--- src/design/lyt_pkg.sv ---
// Shared constants, types and tables for the LiDAR yaw time reconstructor.
package lyt_pkg;

    localparam int MAX_RINGS    = 128;
    localparam int RING_W       = $clog2(MAX_RINGS);
    localparam int CORDIC_ITERS = 16;
    localparam int ITER_W       = $clog2(CORDIC_ITERS);

    localparam logic [1:0] CFG_BLIND    = 2'd0;
    localparam logic [1:0] CFG_DECIM    = 2'd1;
    localparam logic [1:0] CFG_RINGS    = 2'd2;
    localparam logic [1:0] CFG_RING_EN  = 2'd3;

    localparam logic [17:0]        TIME_MAX   = 18'd200000;
    localparam logic [17:0]        REV_US     = 18'd99723;
    localparam logic [16:0]        FULL_TURN  = 17'd92160;
    localparam logic signed [26:0] YAW_LIMIT  = 27'sd46080;
    localparam logic signed [26:0] HALF_TURN  = 27'sd11796480;
    // 92416 = 361 << 8; ceil(2^35 / 361) for the divide by 361
    localparam logic [26:0]        DIV_RECIP  = 27'd95179331;
    localparam logic [16:0]        TIME_MUL   = 17'd100000;
    localparam logic [33:0]        TIME_BIAS  = 34'd46208;

    typedef enum logic [3:0] {
        S_IDLE,
        S_NORM,
        S_CHECK,
        S_CORDIC,
        S_MULT,
        S_DSTART,
        S_DIV,
        S_OUT
    } t_state;

    // atan(2^-i) in 1/65536 degree
    function automatic logic signed [26:0] atan_val(input logic [4:0] idx);
        logic signed [26:0] v;
        begin
            unique case (idx)
                5'd0:  v = 27'sd2949120;
                5'd1:  v = 27'sd1740967;
                5'd2:  v = 27'sd919879;
                5'd3:  v = 27'sd466945;
                5'd4:  v = 27'sd234379;
                5'd5:  v = 27'sd117304;
                5'd6:  v = 27'sd58666;
                5'd7:  v = 27'sd29335;
                5'd8:  v = 27'sd14668;
                5'd9:  v = 27'sd7334;
                5'd10: v = 27'sd3667;
                5'd11: v = 27'sd1833;
                5'd12: v = 27'sd917;
                5'd13: v = 27'sd458;
                5'd14: v = 27'sd229;
                5'd15: v = 27'sd115;
                5'd16: v = 27'sd57;
                5'd17: v = 27'sd29;
                5'd18: v = 27'sd14;
                5'd19: v = 27'sd7;
                5'd20: v = 27'sd4;
                5'd21: v = 27'sd2;
                5'd22: v = 27'sd1;
                default: v = 27'sd0;
            endcase
            return v;
        end
    endfunction

endpackage

--- src/design/lyt_cordic.sv ---
// Iterative vectoring CORDIC, one rotation per cycle, yaw in 1/256 degree.
module lyt_cordic (
    input  logic               i_clk,
    input  logic               i_rst_n,
    input  logic               i_start,
    input  logic signed [23:0] i_x,
    input  logic signed [23:0] i_y,
    output logic               o_done,
    output logic signed [16:0] o_yaw
);

    localparam int ITER_W = lyt_pkg::ITER_W;

    logic                            r_busy, r_fin, r_done;
    logic signed [35:0]              r_x, r_y;
    logic signed [26:0]              r_z;
    logic [lyt_pkg::ITER_W-1:0]      r_i;
    logic signed [16:0]              r_yaw;

    logic signed [24:0] x0, y0;
    logic signed [35:0] dx, dy;
    logic signed [26:0] ang, zr;

    assign x0  = 25'(i_x);
    assign y0  = 25'(i_y);
    assign dx  = r_y >>> r_i;
    assign dy  = r_x >>> r_i;
    assign ang = lyt_pkg::atan_val(5'(r_i));
    // round half up to 1/256 deg
    assign zr  = (r_z + 27'sd128) >>> 8;

    always_ff @(posedge i_clk) begin
        if (!i_rst_n) begin
            r_busy <= 1'b0;
            r_fin  <= 1'b0;
            r_done <= 1'b0;
        end else begin
            r_done <= 1'b0;
            if (i_start) begin
                r_i <= '0;
                if (i_x == 24'sd0 && i_y == 24'sd0) begin
                    r_z    <= '0;
                    r_fin  <= 1'b1;
                end else begin
                    r_busy <= 1'b1;
                    if (i_x < 0) begin
                        r_z <= (i_y >= 0) ? lyt_pkg::HALF_TURN : -lyt_pkg::HALF_TURN;
                        r_x <= 36'(-x0) <<< 8;
                        r_y <= 36'(-y0) <<< 8;
                    end else begin
                        r_z <= '0;
                        r_x <= 36'(x0) <<< 8;
                        r_y <= 36'(y0) <<< 8;
                    end
                end
            end else if (r_busy) begin
                if (r_y > 0) begin
                    r_x <= r_x + dx;
                    r_y <= r_y - dy;
                    r_z <= r_z + ang;
                end else begin
                    r_x <= r_x - dx;
                    r_y <= r_y + dy;
                    r_z <= r_z - ang;
                end
                r_i <= r_i + 1'b1;
                if (r_i == ITER_W'(lyt_pkg::CORDIC_ITERS - 1)) begin
                    r_busy <= 1'b0;
                    r_fin  <= 1'b1;
                end
            end else if (r_fin) begin
                r_fin  <= 1'b0;
                r_done <= 1'b1;
                if (zr > lyt_pkg::YAW_LIMIT)
                    r_yaw <= 17'(lyt_pkg::YAW_LIMIT);
                else if (zr < -lyt_pkg::YAW_LIMIT)
                    r_yaw <= 17'(-lyt_pkg::YAW_LIMIT);
                else
                    r_yaw <= 17'(zr);
            end
        end
    end

    assign o_done = r_done;
    assign o_yaw  = r_yaw;

endmodule

--- config.mk ---
export PLATFORM = sky130hd
export DESIGN_NAME = lyt_cordic
export DESIGN_NICKNAME = d
export VERILOG_FILES = /design/src/design/lyt_pkg.sv /design/src/design/lyt_cordic.sv
export SDC_FILE = /design/constraint.sdc
export NUM_CORES = 1
export LEC_CHECK = 0
export ABC_AREA = 0
export BUFFER_PORTS_ARGS = -buffer_cell sky130_fd_sc_hd__buf_4
export CELL_PAD_IN_SITES_DETAIL_PLACEMENT = 0
export CELL_PAD_IN_SITES_GLOBAL_PLACEMENT = 1
export CORE_AREA = 2 2 191 193
export DETAILED_ROUTE_END_ITERATION = 16
export DIE_AREA = 0 0 193 195
export PLACE_DENSITY = 0.9
export SLEW_MARGIN = 0
export SYNTH_ARGS = -nofsm -noshare
export SYNTH_HDL_FRONTEND = slang
export SYNTH_SLANG_ARGS = --single-unit
--- constraint.sdc ---
create_clock -name i_clk -period 16.85 [get_ports i_clk]
set_clock_uncertainty 0.05 [all_clocks]
set_input_delay 2.5275 -clock i_clk [delete_from_list [all_inputs] [get_ports i_clk]]
set_output_delay 2.5275 -clock i_clk [all_outputs]
set_load 0.05 [all_outputs]
Yosys cells after proc, flatten, opt, wreduce, memory -nomap -nowiden
Memory sizes are Yosys's and may differ from the RTL's. A register that Yosys moved wholly into a read port is not among the register bits.
Cells that the tools add are included.
{ "totals": {"register_bits": 123, "rom_bits": 352, "input_bits": 51, "out_inout_bits": 18, "elab_cells": 73, "n_memories": 1} }
{ "memory_table": {"columns": ["memory", "words", "width", "read_ports", "rd_ports_with_merged_regs", "write_ports", "line", "rtl"], "rows": [
  ["(no name shown)", 16, 22, 1, 1, 0, "lyt_pkg.sv:39", "unique case (idx)"]
]} }
{ "classes": {"n_addsub": 10, "magnitude_cmp": 5, "eq_ne": 4, "shift": 2, "muxes": 29, "bitwise_logic": 3, "reduce_logical": 10} }
{ "op_table": {"columns": ["operator", "count"], "rows": [
  ["$mux 36", 10],
  ["$mux 27", 6],
  ["$add 36x36->36", 2],
  ["$sshr 36x4->36", 2],
  ["$sub 36x36->36", 2],
  ["$neg 24->28", 2],
  ["$logic_not 24->1", 2],
  ["$gt 36x1->1 const B", 1],
  ["$add 27x27->27", 1],
  ["$add 27x9->27 const B", 1],
  ["$sub 27x27->27", 1],
  ["$ge 24x1->1 const B", 1],
  ["$lt 24x1->1 const B", 1],
  ["$gt 19x17->1 const B", 1],
  ["$lt 19x17->1 const B", 1],
  ["$mux 17", 1],
  ["$mux 4", 3],
  ["$mux 1", 9],
  ["$add 4x1->4 const B", 1],
  ["$eq 4x4->1 const B", 1],
  ["$reduce_and 2->1", 2],
  ["$reduce_and 4->1", 1],
  ["$ne 3x2->1 const B", 1],
  ["$not 1->1", 3],
  ["7 further kinds", 7]
]} }

Longest topological paths before layout
{ "depth": {"word_depth": 5, "depth_mapped": 29, "depth_no_buf": 22} }

Worst setup path after synthesis
No wires, ideal clock.
{ "synth_path": {"kind": "input to register", "start": "input port i_y[0]", "end": "register r_x[0] (enable)", "t_arrival_ns": 7.057, "required_time_ns": 16.255, "setup_slack_ns": 9.198, "cell_stages": 7, "path_buffers": 0, "cell_sequence": "inv_1 -> ha_1 -> nand4b_1 -> nor3_1 -> nand2_1 -> nor2_1 -> a31oi_1"} }
{ "synth_between": {"elab_chain_len": 4} }
{ "synth_lines": {"columns": ["item", "line", "rtl"], "rows": [
  ["start, declared", "lyt_cordic.sv:7", "input logic signed [23:0] i_y,"],
  ["$logic_not 24->1", "lyt_cordic.sv:41", "if (i_x == 24'sd0 && i_y == 24'sd0) begin"],
  ["$logic_and 1x1->1", "lyt_cordic.sv:41", null],
  ["$ne 2x2->1 (no source line)", null, null],
  ["$reduce_and 3->1 (no source line)", null, null],
  ["end signal, assigned", "lyt_cordic.sv:48", "r_x <= 36'(-x0) <<< 8;"],
  ["end signal, assigned", "lyt_cordic.sv:52", "r_x <= 36'(x0) <<< 8;"],
  ["end signal, assigned", "lyt_cordic.sv:58", "r_x <= r_x + dx;"],
  ["end, declared", "lyt_cordic.sv:15", "logic signed [35:0] r_x, r_y;"]
]} }
Every way passes these cells.
A chain may end at the register's enable or synchronous reset.

Worst setup path in the final report
{ "layout_path": {"start": "register r_i[1] in the netlist's numbering", "end": "register r_x[34] (data pin)"} }
{ "layout_between": {"elab_chain_len": 5} }
{ "layout_lines": {"columns": ["item", "line", "rtl"], "rows": [
  ["start, declared", "lyt_cordic.sv:17", "logic [lyt_pkg::ITER_W-1:0] r_i;"],
  ["start signal, assigned", "lyt_cordic.sv:66", "r_i <= r_i + 1'b1;"],
  ["$sshr 36x4->36 (*)", "lyt_cordic.sv:26", "assign dx = r_y >>> r_i;"],
  ["$sub 36x36->36 / $add 36x36->36 (equally long branches)", "lyt_cordic.sv:62, lyt_cordic.sv:58", null],
  ["$mux 36 (*)", "lyt_cordic.sv:57", "if (r_y > 0) begin"],
  ["$mux 36 (*)", "lyt_cordic.sv:56", "end else if (r_busy) begin"],
  ["$mux 36 (*)", "lyt_cordic.sv:39", "if (i_start) begin"],
  ["end signal, assigned", "lyt_cordic.sv:48", null],
  ["end signal, assigned", "lyt_cordic.sv:58", null],
  ["end signal, assigned", "lyt_cordic.sv:62", "r_x <= r_x - dx;"]
]} }
Mark *: on every way between the ends. The rest lies on a longest branch, timed or not. The select of a mux whose other input is x is not followed.

==> flow_summary.yaml <==
power:
  pwr-share-clk_pct: 14.8
  pwr_density_cell_nw_per_um2: 135
  swShare_pct: 46.0
  p_switching_mw: 1.23
  seq_power_share_pct: 23.8
  power.internal_mw: 1.45
  p_total_mw: 2.68
  p_leak_nw: 7.69
  peakVddDrop_mv: 0.0824
  comb_power_share_pct: 61.3
timing:
  relSlewSlack_pct: 20.4
  setup_viol: 0
  setup_slack_ns: 9.52
  tightestPinTransition_ns: 1.19
  rsz0062_at_grt: "no"
  tns_ns: 0
  fin_crit_ns: 7.33
  finalHoldViolCount: 0
  final_max_slew_viol_count: 0
  period_share_pct: 43.5
  fmax_ghz: 0.136
final_layout:
  final_common_cell: "nand2_1"
  synthToLayoutAreaGrowth_pct: 6.52
  n_fill_cell: 3274
  diodes: 0
  final_cell_mix: "245 x nand2_1, 178 x nor2_1, 167 x a21oi_1"
  fin_cells: 2667
  fin_util_pct: 56.0
  layout-drive-gt1-share_pct: 11.4
  nets: 2357
floorplanning:
  initial_utilization_pct: 52.6
  rows: 69
  die_y_um: 195
  die_area_um2: 37600
  ios: 69
  core_area_um2: 35400
  die_w_um: 193
clock_tree:
  clk_pin_slew_worst_paths_ns: 0.06
  insertion_delay_ns: 0.46
  cts.path.max_buffers: 2
  cts_root_buf: "clkbuf_16"
  hold_buffers: 0
  cts.sink_count: 145
  htree_levels: 4
  cts_buffers: 17
  cts_tree: "done"
  cts.repair.resized: 0
  post_cts_buffers: 0
route:
  wirelength_um: 52200
  wl_per_cell_um: 19.6
  drc: 0
  vias_per_cell: 6.47
  vias: 17266
  drtIter0Drc: 1707
  drtAntennaViolNets: 0
  firstDrtPassIters: 6
synthesis:
  postSynthCellCount: 2209
  async_flop_share_pct: 0
  synth_area_um2: 18600
  synth.distinct_cells: 93
  synth_warnings: 0
  synth_nets: 2372
  synthFlopType: "edfxtp_1"
  seq_area_frac_synth_pct: 22.0
  synth_seq_cells: 145
  syn_area_per_cell_um2: 8.43
  synth_edf_count: 120
status:
  status: "complete, no violations"
worst_setup_path:
  worstSetupPathType: "reg2reg"
  end_kind: "register"
  worst-endpoint-required_ns: 17.01
  cp_max_fo: 50
  startpoint_type: "register"
  arrival_ns: 7.49
global_route:
  overflow: 0
  grt_pass1_wl_um: 84800
  grt_max_degree: 84
  grt_antenna_before_repair: 0
  track_usage_pct: 28.1
  grt_pass1_vias: 16168
worst_hold_path:
  hold_path.class: "reg2reg"
placement:
  dpl_worst_slack_ns: 9.60
  hpwl_um: 39300
  gp_congestion: 0.933
  place_inst: 2636
  port_buffers: 68
job:
  maxCapViolations: 0
## area by class of cell
type                    instances  area [um2]  share of cell area, %
repair buffers                 87         653                   3.29
multi-input cells            1875       13700                   68.8
flip-flops and latches        145        4100                   20.7
inverters                      68         255                   1.29
clock buffers                  18         429                   2.16
well taps                     461         577                   2.91
clock inverters                13         159                  0.801
## cell families after synthesis
group | synth area share [%]
buf+inv | 4.77
xor+xnor | 9.22
simple gates | 20.0
mux | 14.8
compound gates | 21.6
flops | 22.0
fa+ha+maj | 7.65
## sequential cells by signal, indices dropped and copies added, names as in the netlist
signal / count
r_y: 36
r_i: 4
ang: 22
r_z: 27
o_yaw: 17
o_done: 1
r_fin: 1
r_x: 36
r_busy: 1
## per-stage QoR
stage	area (um2)	hold slack, ns
floorplan	18600	0.389
global placement	19200	0.457
detailed placement	19200	0.469
CTS	19800	0.478
global route	19800	0.493
finish	19800	0.473
## Yosys cell counts (33+ instances only)
cell type | number | area share [%]
o21ai_0 | 165 | 4.4
a21o_1 | 40 | 1.6
edfxtp_1 | 120 | 19
nor2_1 | 179 | 3.6
clkbuf_1 | 66 | 1.3
o31ai_1 | 40 | 1.6
a211oi_1 | 33 | 1.3
nand3_1 | 57 | 1.5
inv_1 | 67 | 1.4
nand2_1 | 245 | 4.9
mux2i_1 | 61 | 3.3
ha_1 | 109 | 7.3
a21oi_1 | 167 | 4.5
xor2_1 | 85 | 4.0
mux4_2 | 64 | 7.7
xnor2_1 | 111 | 5.2
nor3_1 | 62 | 1.7
## power groups by stage
stage          Clock (mW)  Combinational (mW)  Sequential, mW
6_report            0.397                1.64           0.639
5_1_grt             0.414                1.84           0.645
4_1_cts             0.402                1.63           0.630
3_5_place_dp            0                1.62           0.635
3_3_place_gp            0                1.59           0.634
2_1_floorplan           0                1.32           0.565
## per-layer routing
| metal | vias to the layer above | GRT usage (%) | routed length, um |
|---|---|---|---|
| met3 | 80 | 4.53 | 4430 |
| li1 | 8285 | - | - |
| met2 | 708 | 42.1 | 22600 |
| met1 | 8193 | 41.5 | 24100 |
| met5 | - | 0 | 0 |
| met4 | 0 | 8.36 | 1060 |
## worst paths after layout
path | start | end | slack (ns) | depth (start not counted)
max reg2reg | r_i[1] | r_x[34] | 9.52 | 20
min reg2reg | r_fin | o_done | 0.47 | 2
min | r_fin | o_done | 0.47 | 2
max | r_i[1] | r_x[34] | 9.52 | 20
## critical path, stage by stage, from the launching register on
cell	delay, ns
edfxtp_1	0.74
buf_4	0.50
buf_4	0.73
mux4_2	0.58
mux2_2	0.29
nor4_1	0.44
a22o_2	0.29
nand2_1	0.13
o211ai_1	0.21
nand3_1	0.10
o31ai_1	0.09
o21ai_0	0.12
ha_1	0.34
a211oi_1	0.25
nand2_1	0.10
o21ai_0	0.51
a311oi_1	0.26
o21a_1	0.26
or3_1	0.40
a311oi_1	0.27
mux2_2	0.37
Power figures use the tool's default switching activity.
