[config.mk]
export PLATFORM = sky130hd
export DESIGN_NAME = lyt_div
export DESIGN_NICKNAME = d
export VERILOG_FILES = /design/src/design/lyt_pkg.sv /design/src/design/lyt_div.sv
export SDC_FILE = /design/constraint.sdc
export NUM_CORES = 1
export LEC_CHECK = 0
export BUFFER_PORTS_ARGS = -buffer_cell sky130_fd_sc_hd__clkbuf_2
export CAP_MARGIN = 20
export CELL_PAD_IN_SITES_DETAIL_PLACEMENT = 1
export CELL_PAD_IN_SITES_GLOBAL_PLACEMENT = 2
export CORE_ASPECT_RATIO = 0.7
export CORE_MARGIN = 2
export CORE_UTILIZATION = 40
export CTS_BUF_LIST = sky130_fd_sc_hd__clkbuf_2
export DETAILED_ROUTE_END_ITERATION = 12
export GPL_ROUTABILITY_DRIVEN = 0
export PLACE_DENSITY_LB_ADDON = 0.1
export SETUP_SLACK_MARGIN = 0.1
export SKIP_CTS_REPAIR_TIMING = 1
export SYNTH_ARGS = -nofsm -noshare
export SYNTH_HDL_FRONTEND = slang
export SYNTH_SLANG_ARGS = --single-unit
[constraint.sdc]
create_clock -name i_clk -period 12 [get_ports i_clk]
set_input_delay 1.2 -clock i_clk [delete_from_list [all_inputs] [get_ports i_clk]]
set_output_delay 1.2 -clock i_clk [all_outputs]
set_load 0.02 [all_outputs]
[src/design/lyt_pkg.sv]
// Shared constants, types and tables for the LiDAR yaw time reconstructor.
package lyt_pkg;

    localparam int MAX_RINGS    = 128;
    localparam int RING_W       = $clog2(MAX_RINGS);
    localparam int CORDIC_ITERS = 16;
    localparam int ITER_W       = $clog2(CORDIC_ITERS);

    localparam logic [1:0] CFG_BLIND    = 2'd0;
    localparam logic [1:0] CFG_DECIM    = 2'd1;
    localparam logic [1:0] CFG_RINGS    = 2'd2;
    localparam logic [1:0] CFG_RING_EN  = 2'd3;

    localparam logic [17:0]        TIME_MAX   = 18'd200000;
    localparam logic [17:0]        REV_US     = 18'd99723;
    localparam logic [16:0]        FULL_TURN  = 17'd92160;
    localparam logic signed [26:0] YAW_LIMIT  = 27'sd46080;
    localparam logic signed [26:0] HALF_TURN  = 27'sd11796480;
    // 92416 = 361 << 8; ceil(2^35 / 361) for the divide by 361
    localparam logic [26:0]        DIV_RECIP  = 27'd95179331;
    localparam logic [16:0]        TIME_MUL   = 17'd100000;
    localparam logic [33:0]        TIME_BIAS  = 34'd46208;

    typedef enum logic [3:0] {
        S_IDLE,
        S_NORM,
        S_CHECK,
        S_CORDIC,
        S_MULT,
        S_DSTART,
        S_DIV,
        S_OUT
    } t_state;

    // atan(2^-i) in 1/65536 degree
    function automatic logic signed [26:0] atan_val(input logic [4:0] idx);
        logic signed [26:0] v;
        begin
            unique case (idx)
                5'd0:  v = 27'sd2949120;
                5'd1:  v = 27'sd1740967;
                5'd2:  v = 27'sd919879;
                5'd3:  v = 27'sd466945;
                5'd4:  v = 27'sd234379;
                5'd5:  v = 27'sd117304;
                5'd6:  v = 27'sd58666;
                5'd7:  v = 27'sd29335;
                5'd8:  v = 27'sd14668;
                5'd9:  v = 27'sd7334;
                5'd10: v = 27'sd3667;
                5'd11: v = 27'sd1833;
                5'd12: v = 27'sd917;
                5'd13: v = 27'sd458;
                5'd14: v = 27'sd229;
                5'd15: v = 27'sd115;
                5'd16: v = 27'sd57;
                5'd17: v = 27'sd29;
                5'd18: v = 27'sd14;
                5'd19: v = 27'sd7;
                5'd20: v = 27'sd4;
                5'd21: v = 27'sd2;
                5'd22: v = 27'sd1;
                default: v = 27'sd0;
            endcase
            return v;
        end
    endfunction

endpackage

[src/design/lyt_div.sv]
// Divide by the fixed time scale: shift by 8, then reciprocal multiply by 1/361.
module lyt_div (
    input  logic        i_clk,
    input  logic        i_rst_n,
    input  logic        i_start,
    input  logic [33:0] i_num,
    output logic        o_done,
    output logic [16:0] o_quo
);

    logic        r_busy, r_done;
    logic [25:0] r_m;
    logic [16:0] r_q;
    logic [52:0] prod;

    // exact for every 26-bit r_m: reciprocal error 123 is below 2^(35-26)
    assign prod = 53'(r_m) * 53'(lyt_pkg::DIV_RECIP);

    always_ff @(posedge i_clk) begin
        if (!i_rst_n) begin
            r_busy <= 1'b0;
            r_done <= 1'b0;
        end else begin
            r_done <= 1'b0;
            if (i_start) begin
                r_busy <= 1'b1;
                r_m    <= i_num[33:8];
            end else if (r_busy) begin
                r_busy <= 1'b0;
                r_done <= 1'b1;
                r_q    <= prod[51:35];
            end
        end
    end

    assign o_done = r_done;
    assign o_quo  = r_q;

endmodule

## Yosys cells after proc, flatten, opt, wreduce, memory -nomap -nowiden

Cells that the tools add are included.

| word-level totals | value |
|---|---|
| register bits | 45 |
| output and inout bits | 18 |

| operators by class | value |
|---|---|
| reduce and logical (&&, ||, !) cells | 3 |
| muxes and demuxes | 2 |
| bitwise logic cells | 2 |
| multipliers | 1 |

Operator list:

| operator | count |
|---|---|
| $mul 26x27->52 const B | 1 |
| $reduce_and 3->1 | 1 |
| $mux 1 | 2 |
| $not 1->1 | 2 |
| $reduce_and 2->1 | 1 |
| $reduce_or 2->1 | 1 |

## Logic depth before layout (Yosys ltp)

Gate-level depths: netlist (run 1).

| depth | value |
|---|---|
| depth after elaboration | 2 |
| depth in mapped cells | 24 |
| mapped depth without buffers | 24 |

## Worst setup path after synthesis (run 1)

No wires, ideal clock.

| timing path | value |
|---|---|
| kind | reg2reg |
| start | register r_m[4] |
| end | register r_q[8], in the netlist o_quo[8], data pin |
| clock period less this slack | 6.055 ns |
| setup slack | 5.945 ns |
| cell stages (with the launch flop) | 20 |
| required time | 11.744 ns |
| setup time | 0.256 ns |
| arrival | 5.798 ns |
| cell sequence | edfxtp_1 -> ha_1 -> fa_1 -> inv_1 -> fa_1 -> fa_1 -> inv_1 -> fa_1 -> fa_1 -> inv_1 -> fa_1 -> inv_1 -> ha_1 -> a222oi_1 -> nor4b_1 -> o21ai_1 -> a221oi_1 -> a21oi_1 -> a2111oi_0 -> and4b_1 |

| on the way | value |
|---|---|
| word-level cells in the longest chain between the ends | 1 |

RTL lines:

| element | RTL line | text |
|---|---|---|
| start: declaration | lyt_div.sv:12 | `logic [25:0] r_m;` |
| start signal: assignment | lyt_div.sv:27 | `r_m <= i_num[33:8];` |
| $mul 26x27->52 | lyt_div.sv:17 | `assign prod = 53'(r_m) * 53'(lyt_pkg::DIV_RECIP);` |
| named net prod[43] | lyt_div.sv:14 | `logic [52:0] prod;` |
| end signal: assignment | lyt_div.sv:31 | `r_q <= prod[51:35];` |
| end: declaration | lyt_div.sv:13 | `logic [16:0] r_q;` |

The timed path passes the listed nets, and every way through them passes these cells.
A chain may end at the register's enable or synchronous reset.

## Final worst setup path (run 1)

| timing path | value |
|---|---|
| start | register r_m[6] |
| end | register r_q[13], in the netlist o_quo[13], data pin |

Same word-level chain as after synthesis.

==> results of run 1 <==
metrics by stage:
step,hold WS (ns),utilization (%),setup slack (ns)
6_report,0.468,43.5,4.74
5_1_grt,0.515,43.5,4.31
4_1_cts,0.473,43.5,4.64
3_5_place_dp,0.446,43.3,4.72
3_3_place_gp,0.441,43.3,4.74
2_1_floorplan,0.425,-,5.95
critical path, delay by kind of cell, from the launching register on:
family                   cells  cell delay (ns)
flip-flops                   1             0.70
XOR/XNOR                     1             0.11
buffers and inverters        6             0.31
AO/OA/AOI/OAI                4             1.19
adder cells (fa/ha/maj)      8             3.82
AND/OR/NAND/NOR              3             0.93
registers in the layout, summed over array words and instances, names as in the netlist:
| name | count |
|---|---|
| o_quo | 17 |
| o_done | 1 |
| r_busy | 1 |
| r_m | 26 |
area by class of cell:
| class | instances | area share, % |
|---|---|---|
| multi-input cells | 715 | 72.1 |
| inverters | 370 | 11.0 |
| clock inverters | 3 | 0.327 |
| diodes | 1 | 0.0198 |
| clock buffers | 5 | 0.198 |
| flip-flops and latches | 45 | 10.5 |
| repair buffers | 50 | 2.06 |
| well taps | 378 | 3.74 |
kinds of logic (layout without fill, tap and decap cells):
| kind of cell | Yosys count | count (layout) | synth area share, % |
|---|---|---|---|
| AOI/OAI and AO/OA | 117 | 117 | 6.59 |
| xor gates and xnor gates | 21 | 21 | 1.55 |
| adders and majority gates | 493 | 493 | 65.1 |
| buffers and inverters | 373 | 428 | 11.8 |
| DFF | 45 | 45 | 11.2 |
| other | 0 | 1 | 0 |
| and+or+nand+nor | 84 | 84 | 3.65 |
cells in the mapped netlist (all sizes together), types with 2 or more instances:
cell,number,share of area (%)
a21boi,2,0.13
inv,370,12
clkbuf,3,0.095
a31oi,4,0.21
xnor2,16,1.2
or2,4,0.21
a211oi,6,0.42
and2,3,0.16
nand3,6,0.25
and4,3,0.24
xor2,5,0.37
o21ai,18,0.79
nand2b,3,0.16
o211ai,4,0.25
a21o,23,1.5
nand2,18,0.59
o22ai,3,0.16
edfxtp,43,11
nand4,7,0.37
o21bai,2,0.13
o31ai,2,0.13
and3,6,0.32
a21oi,36,1.6
o211a,2,0.17
a211o,2,0.15
dfxtp,2,0.34
fa,206,35
nor3,9,0.38
nor2,20,0.63
ha,287,30
a311oi,2,0.20
o21a,6,0.38
worst paths after layout:
check	startpoint	to	slack, ns	cells past startpoint
worst max-delay path	r_m[6]$_DFFE_PP_	o_quo[13]$_DFFE_PP_	4.74	22
worst min register to register	r_busy$_SDFF_PN0_	o_done$_SDFF_PP0_	0.47	2
worst min-delay path	r_busy$_SDFF_PN0_	o_done$_SDFF_PP0_	0.47	2
worst max register to register	r_m[6]$_DFFE_PP_	o_quo[13]$_DFFE_PP_	4.74	22
routing by layer:
layer / part of all wire (%) / vias up / track usage, % / wire length [um]
met5: 0 / - / 0 / 0
met4: 0.50 / 0 / 2.45 / 163
met3: 3.5 / 9 / 2.91 / 1120
met2: 37 / 94 / 30.2 / 12100
met1: 59 / 3890 / 38.9 / 18900
li1: - / 3683 / - / -
==> impl_metrics.json, run 1 <==
{
  "track_usage_pct": 22.7,
  "vias_per_cell": 4.90,
  "io_pins": 55,
  "tightest_slew_ns": 0.946,
  "syn-instance-count": 1133,
  "required_ns": 12.35,
  "finalInstanceArea_mm2": 0.0126,
  "end_kind": "flip-flop",
  "path_clk_slew_ns": 0.34,
  "fill_cells": 3295,
  "htreeDepth": 2,
  "drive_gt1_share_pct": 5.72,
  "grt_pass1_vias": 8496,
  "drt-initial-drc-count": 383,
  "grt-ovfl-total": 0,
  "cts_sinks": 45,
  "die-area_mm2": 0.0310,
  "synth_flop_cell": "edfxtp_1",
  "cap_violations": 0,
  "dp_hpwl_um": 28800,
  "synthArstFlopShare_pct": 0,
  "antenna_found_initial": 1,
  "drc": 0,
  "start_util_pct": 40.8,
  "fp.dieH_um": 148,
  "synth_warnings": 0,
  "io_buffers": 46,
  "crit_path_max_incr_delay_ns": 0.70,
  "synth-edff-count": 43,
  "synthesis.area_mm2": 0.0118,
  "layout_min_cycle_time_ns": 7.26,
  "postRouteAntennaNets": 0,
  "nets": 1717,
  "period_share_pct": 60.5,
  "cts_root_buffer": "clkbuf_2",
  "wl_per_cell_um": 20.6,
  "max_slew_margin_pct": 36.3,
  "clkLatencyLatePin_ns": 0.56,
  "timing.final.setup_violations": 0,
  "seq_area_frac_synth_pct": 11.2,
  "synth-seq-cells": 45,
  "hold_violations": 0,
  "grt_pass1_wl_um": 51600,
  "syn_to_final_growth_pct": 6.68,
  "ff_latch_area_mm2": 0.00133,
  "rsz0062_at_grt": "false",
  "synth.avg_cell_area_um2": 10.5,
  "layout_common_cells": "inv_1, ha_1, fa_1, clkbuf_2, edfxtp_1",
  "status": "complete, no violations",
  "multi_input_area_mm2": 0.00911,
  "grt_max_degree": 18,
  "slowest_stage": "edfxtp_1",
  "cts_made_buffers": 5,
  "hold_class": "reg -> reg",
  "cts_max_path_buffers": 2,
  "core_mm2": 0.0290,
  "cp_cell_sequence": "ha_1 -> fa_1 -> inv_1 -> fa_1 -> inv_1 -> fa_1 -> inv_1 -> fa_1 -> inv_1 -> fa_1 -> inv_1 -> fa_1 -> inv_1 -> ha_1 -> nand4_1 -> nor2_1 -> nor3_1 -> a31oi_1 -> o21ai_2 -> a21oi_2 -> o41ai_2 -> xnor2_1",
  "max_clock_freq_ghz": 0.138,
  "instances_no_fill": 1567,
  "vias": 7676,
  "arrival_ns": 7.61,
  "mappedNetlistNets": 1663,
  "fin_skew_ns": 0.0295,
  "cp_max_fo": 9,
  "fp.dieW_um": 210,
  "final_common_cell": "inv_1",
  "cts_tree": "built",
  "drt-pass1-iter-count": 4,
  "start_kind": "flip-flop",
  "drt-total-wl_um": 32300,
  "drv_slew": 0,
  "synth_cell_types": 50,
  "placedCellCount": 1558,
  "placed_area_mm2": 0.0126,
  "setup-tns-final_ns": 0,
  "path_class": "reg -> reg",
  "row_count": 52
}
Power of run 1 is left out: the tool's default activity adds up to more than one toggle a clock period on the data nets, which glitch-free logic cannot reach.
==> inputs of run 2 (changes only) <==
==> constraint.sdc (replaced) <==
create_clock -name i_clk -period 7.5 [get_ports i_clk]
set_input_delay 0.75 -clock i_clk [delete_from_list [all_inputs] [get_ports i_clk]]
set_output_delay 0.75 -clock i_clk [all_outputs]
set_load 0.02 [all_outputs]
==> run 2 against run 1 <==
  * Maximum frequency up 3.3%
  * Highest routed layer unchanged
  * Worst hold slack got worse by 0.17 ns
  * Die area is the same
  * Critical endpoint is now o_quo[12]$_DFFE_PP_
  * Critical path depth stayed put
  * Register-to-register slack worse by 4.3 ns
==> impl_metrics.json, run 2 (synthesis results as in run 1) <==
{
  "largest-register": "r_m",
  "layout_common_cells": "inv_1, ha_1, fa_1, clkbuf_2, edfxtp_1",
  "arrival_ns": 7.37,
  "io_pins": 55,
  "status": "complete, no violations",
  "grt-busiest-layer": "met1",
  "cts_root_buffer": "clkbuf_2",
  "drt-pass1-iter-count": 5,
  "drt-initial-drc-count": 448,
  "drive_gt1_share_pct": 6.67,
  "syn_to_final_growth_pct": 7.44,
  "end_kind": "flip-flop",
  "drt-total-wl_um": 32700,
  "max_slew_margin_pct": 32.5,
  "cap_violations": 0,
  "grt-ovfl-total": 0,
  "grt_pass1_wl_um": 52200,
  "antenna_found_initial": 1,
  "hold_violations": 0,
  "globalRouteMet1Util_pct": 38.7,
  "wl_per_cell_um": 20.7,
  "largest_reg_flops": 26,
  "nets": 1729,
  "layout_min_cycle_time_ns": 7.03,
  "cts_tree": "built",
  "cp_cell_sequence": "ha_1 -> fa_1 -> inv_1 -> fa_1 -> inv_1 -> fa_1 -> inv_1 -> fa_1 -> inv_1 -> fa_1 -> inv_1 -> fa_1 -> inv_1 -> ha_1 -> nand4_1 -> nor3_1 -> nand3_1 -> o31ai_1 -> o21ai_2 -> a21oi_2 -> o22ai_1 -> xnor2_1",
  "path_class": "reg -> reg",
  "dp_hpwl_um": 29300,
  "cts_max_path_buffers": 2,
  "io_buffers": 46,
  "crit_path_max_incr_delay_ns": 0.65,
  "vias_per_cell": 4.86,
  "fp.dieW_um": 210,
  "start_kind": "flip-flop",
  "htreeDepth": 2,
  "grt_max_degree": 18,
  "period_share_pct": 93.7,
  "drc": 0,
  "vias": 7675,
  "timing.final.setup_violations": 0,
  "fin_skew_ns": 0.0544,
  "core_mm2": 0.0290,
  "die-area_mm2": 0.0310,
  "use_met3_pct": 3.93,
  "track_usage_pct": 23.0,
  "required_ns": 7.84,
  "postRouteAntennaNets": 0,
  "fp.dieH_um": 148,
  "rsz0062_at_grt": "false",
  "cts_sinks": 45,
  "cts_made_buffers": 5,
  "setup-tns-final_ns": 0,
  "start_util_pct": 40.8,
  "max_clock_freq_ghz": 0.142,
  "drv_slew": 0,
  "slowest_stage": "edfxtp_1",
  "critical_path_buf_inv_count": 6,
  "hold_class": "in -> reg",
  "final_common_cell": "inv_1",
  "cp_max_fo": 6,
  "clkLatencyLatePin_ns": 0.59,
  "path_delay_family": "adder cells",
  "path_clk_slew_ns": 0.37,
  "tightest_slew_ns": 1.01,
  "grt_pass1_vias": 8588,
  "row_count": 52,
  "grtUsageMet2_pct": 30.7
}
## run 2: cell count changes in the layout (fill, tap and decap cells not counted)
cell,previous run,this run
buf_4,4,16
## run 2: layer usage
metal / vias to the layer above / part of all wire (%)
li1: 3700 / -
met1: 3858 / 58
met2: 108 / 37
met3: 9 / 4.3
met4: 0 / 0.54
met5: - / 0
## run 2: worst paths after layout
kind / end / cells after the start / from / slack [ns]
max reg2reg: o_quo[12]$_DFFE_PP_ / 22 / r_m[5]$_DFFE_PP_ / 0.47
min: r_m[1]$_DFFE_PP_ / 1 / i_num[9] / 0.30
max: o_quo[12]$_DFFE_PP_ / 22 / r_m[5]$_DFFE_PP_ / 0.47
min reg2reg: o_done$_SDFF_PP0_ / 2 / r_busy$_SDFF_PN0_ / 0.47
## run 2: layout make-up
class	instances	area (um2)
antenna	1	2.50
clock buffer	5	25.0
clock inverter	3	41.3
fill	3292	16300
inverter	370	1390
multi-input combinational	715	9110
sequential	45	1330
tap	378	473
timing repair buffer	62	350
## run 2: stage by stage
| step | std cells | utilization [%] | setup slack (ns) | cell area (um2) | hold slack, ns |
|---|---|---|---|---|---|
| 6_report | 1579 | 43.8 | 0.470 | 12700 | 0.295 |
| 5_1_grt | 1579 | 43.8 | 0.106 | 12700 | 0.247 |
| 4_1_cts | 1578 | 43.8 | 0.467 | 12700 | 0.249 |
| 3_5_place_dp | 1570 | 43.6 | 0.520 | 12700 | 0.447 |
| 3_3_place_gp | 1570 | 43.6 | 0.587 | 12700 | 0.440 |
| 2_1_floorplan | 1133 | - | 1.45 | 11800 | 0.425 |
Power of run 2 is left out for the same reason.
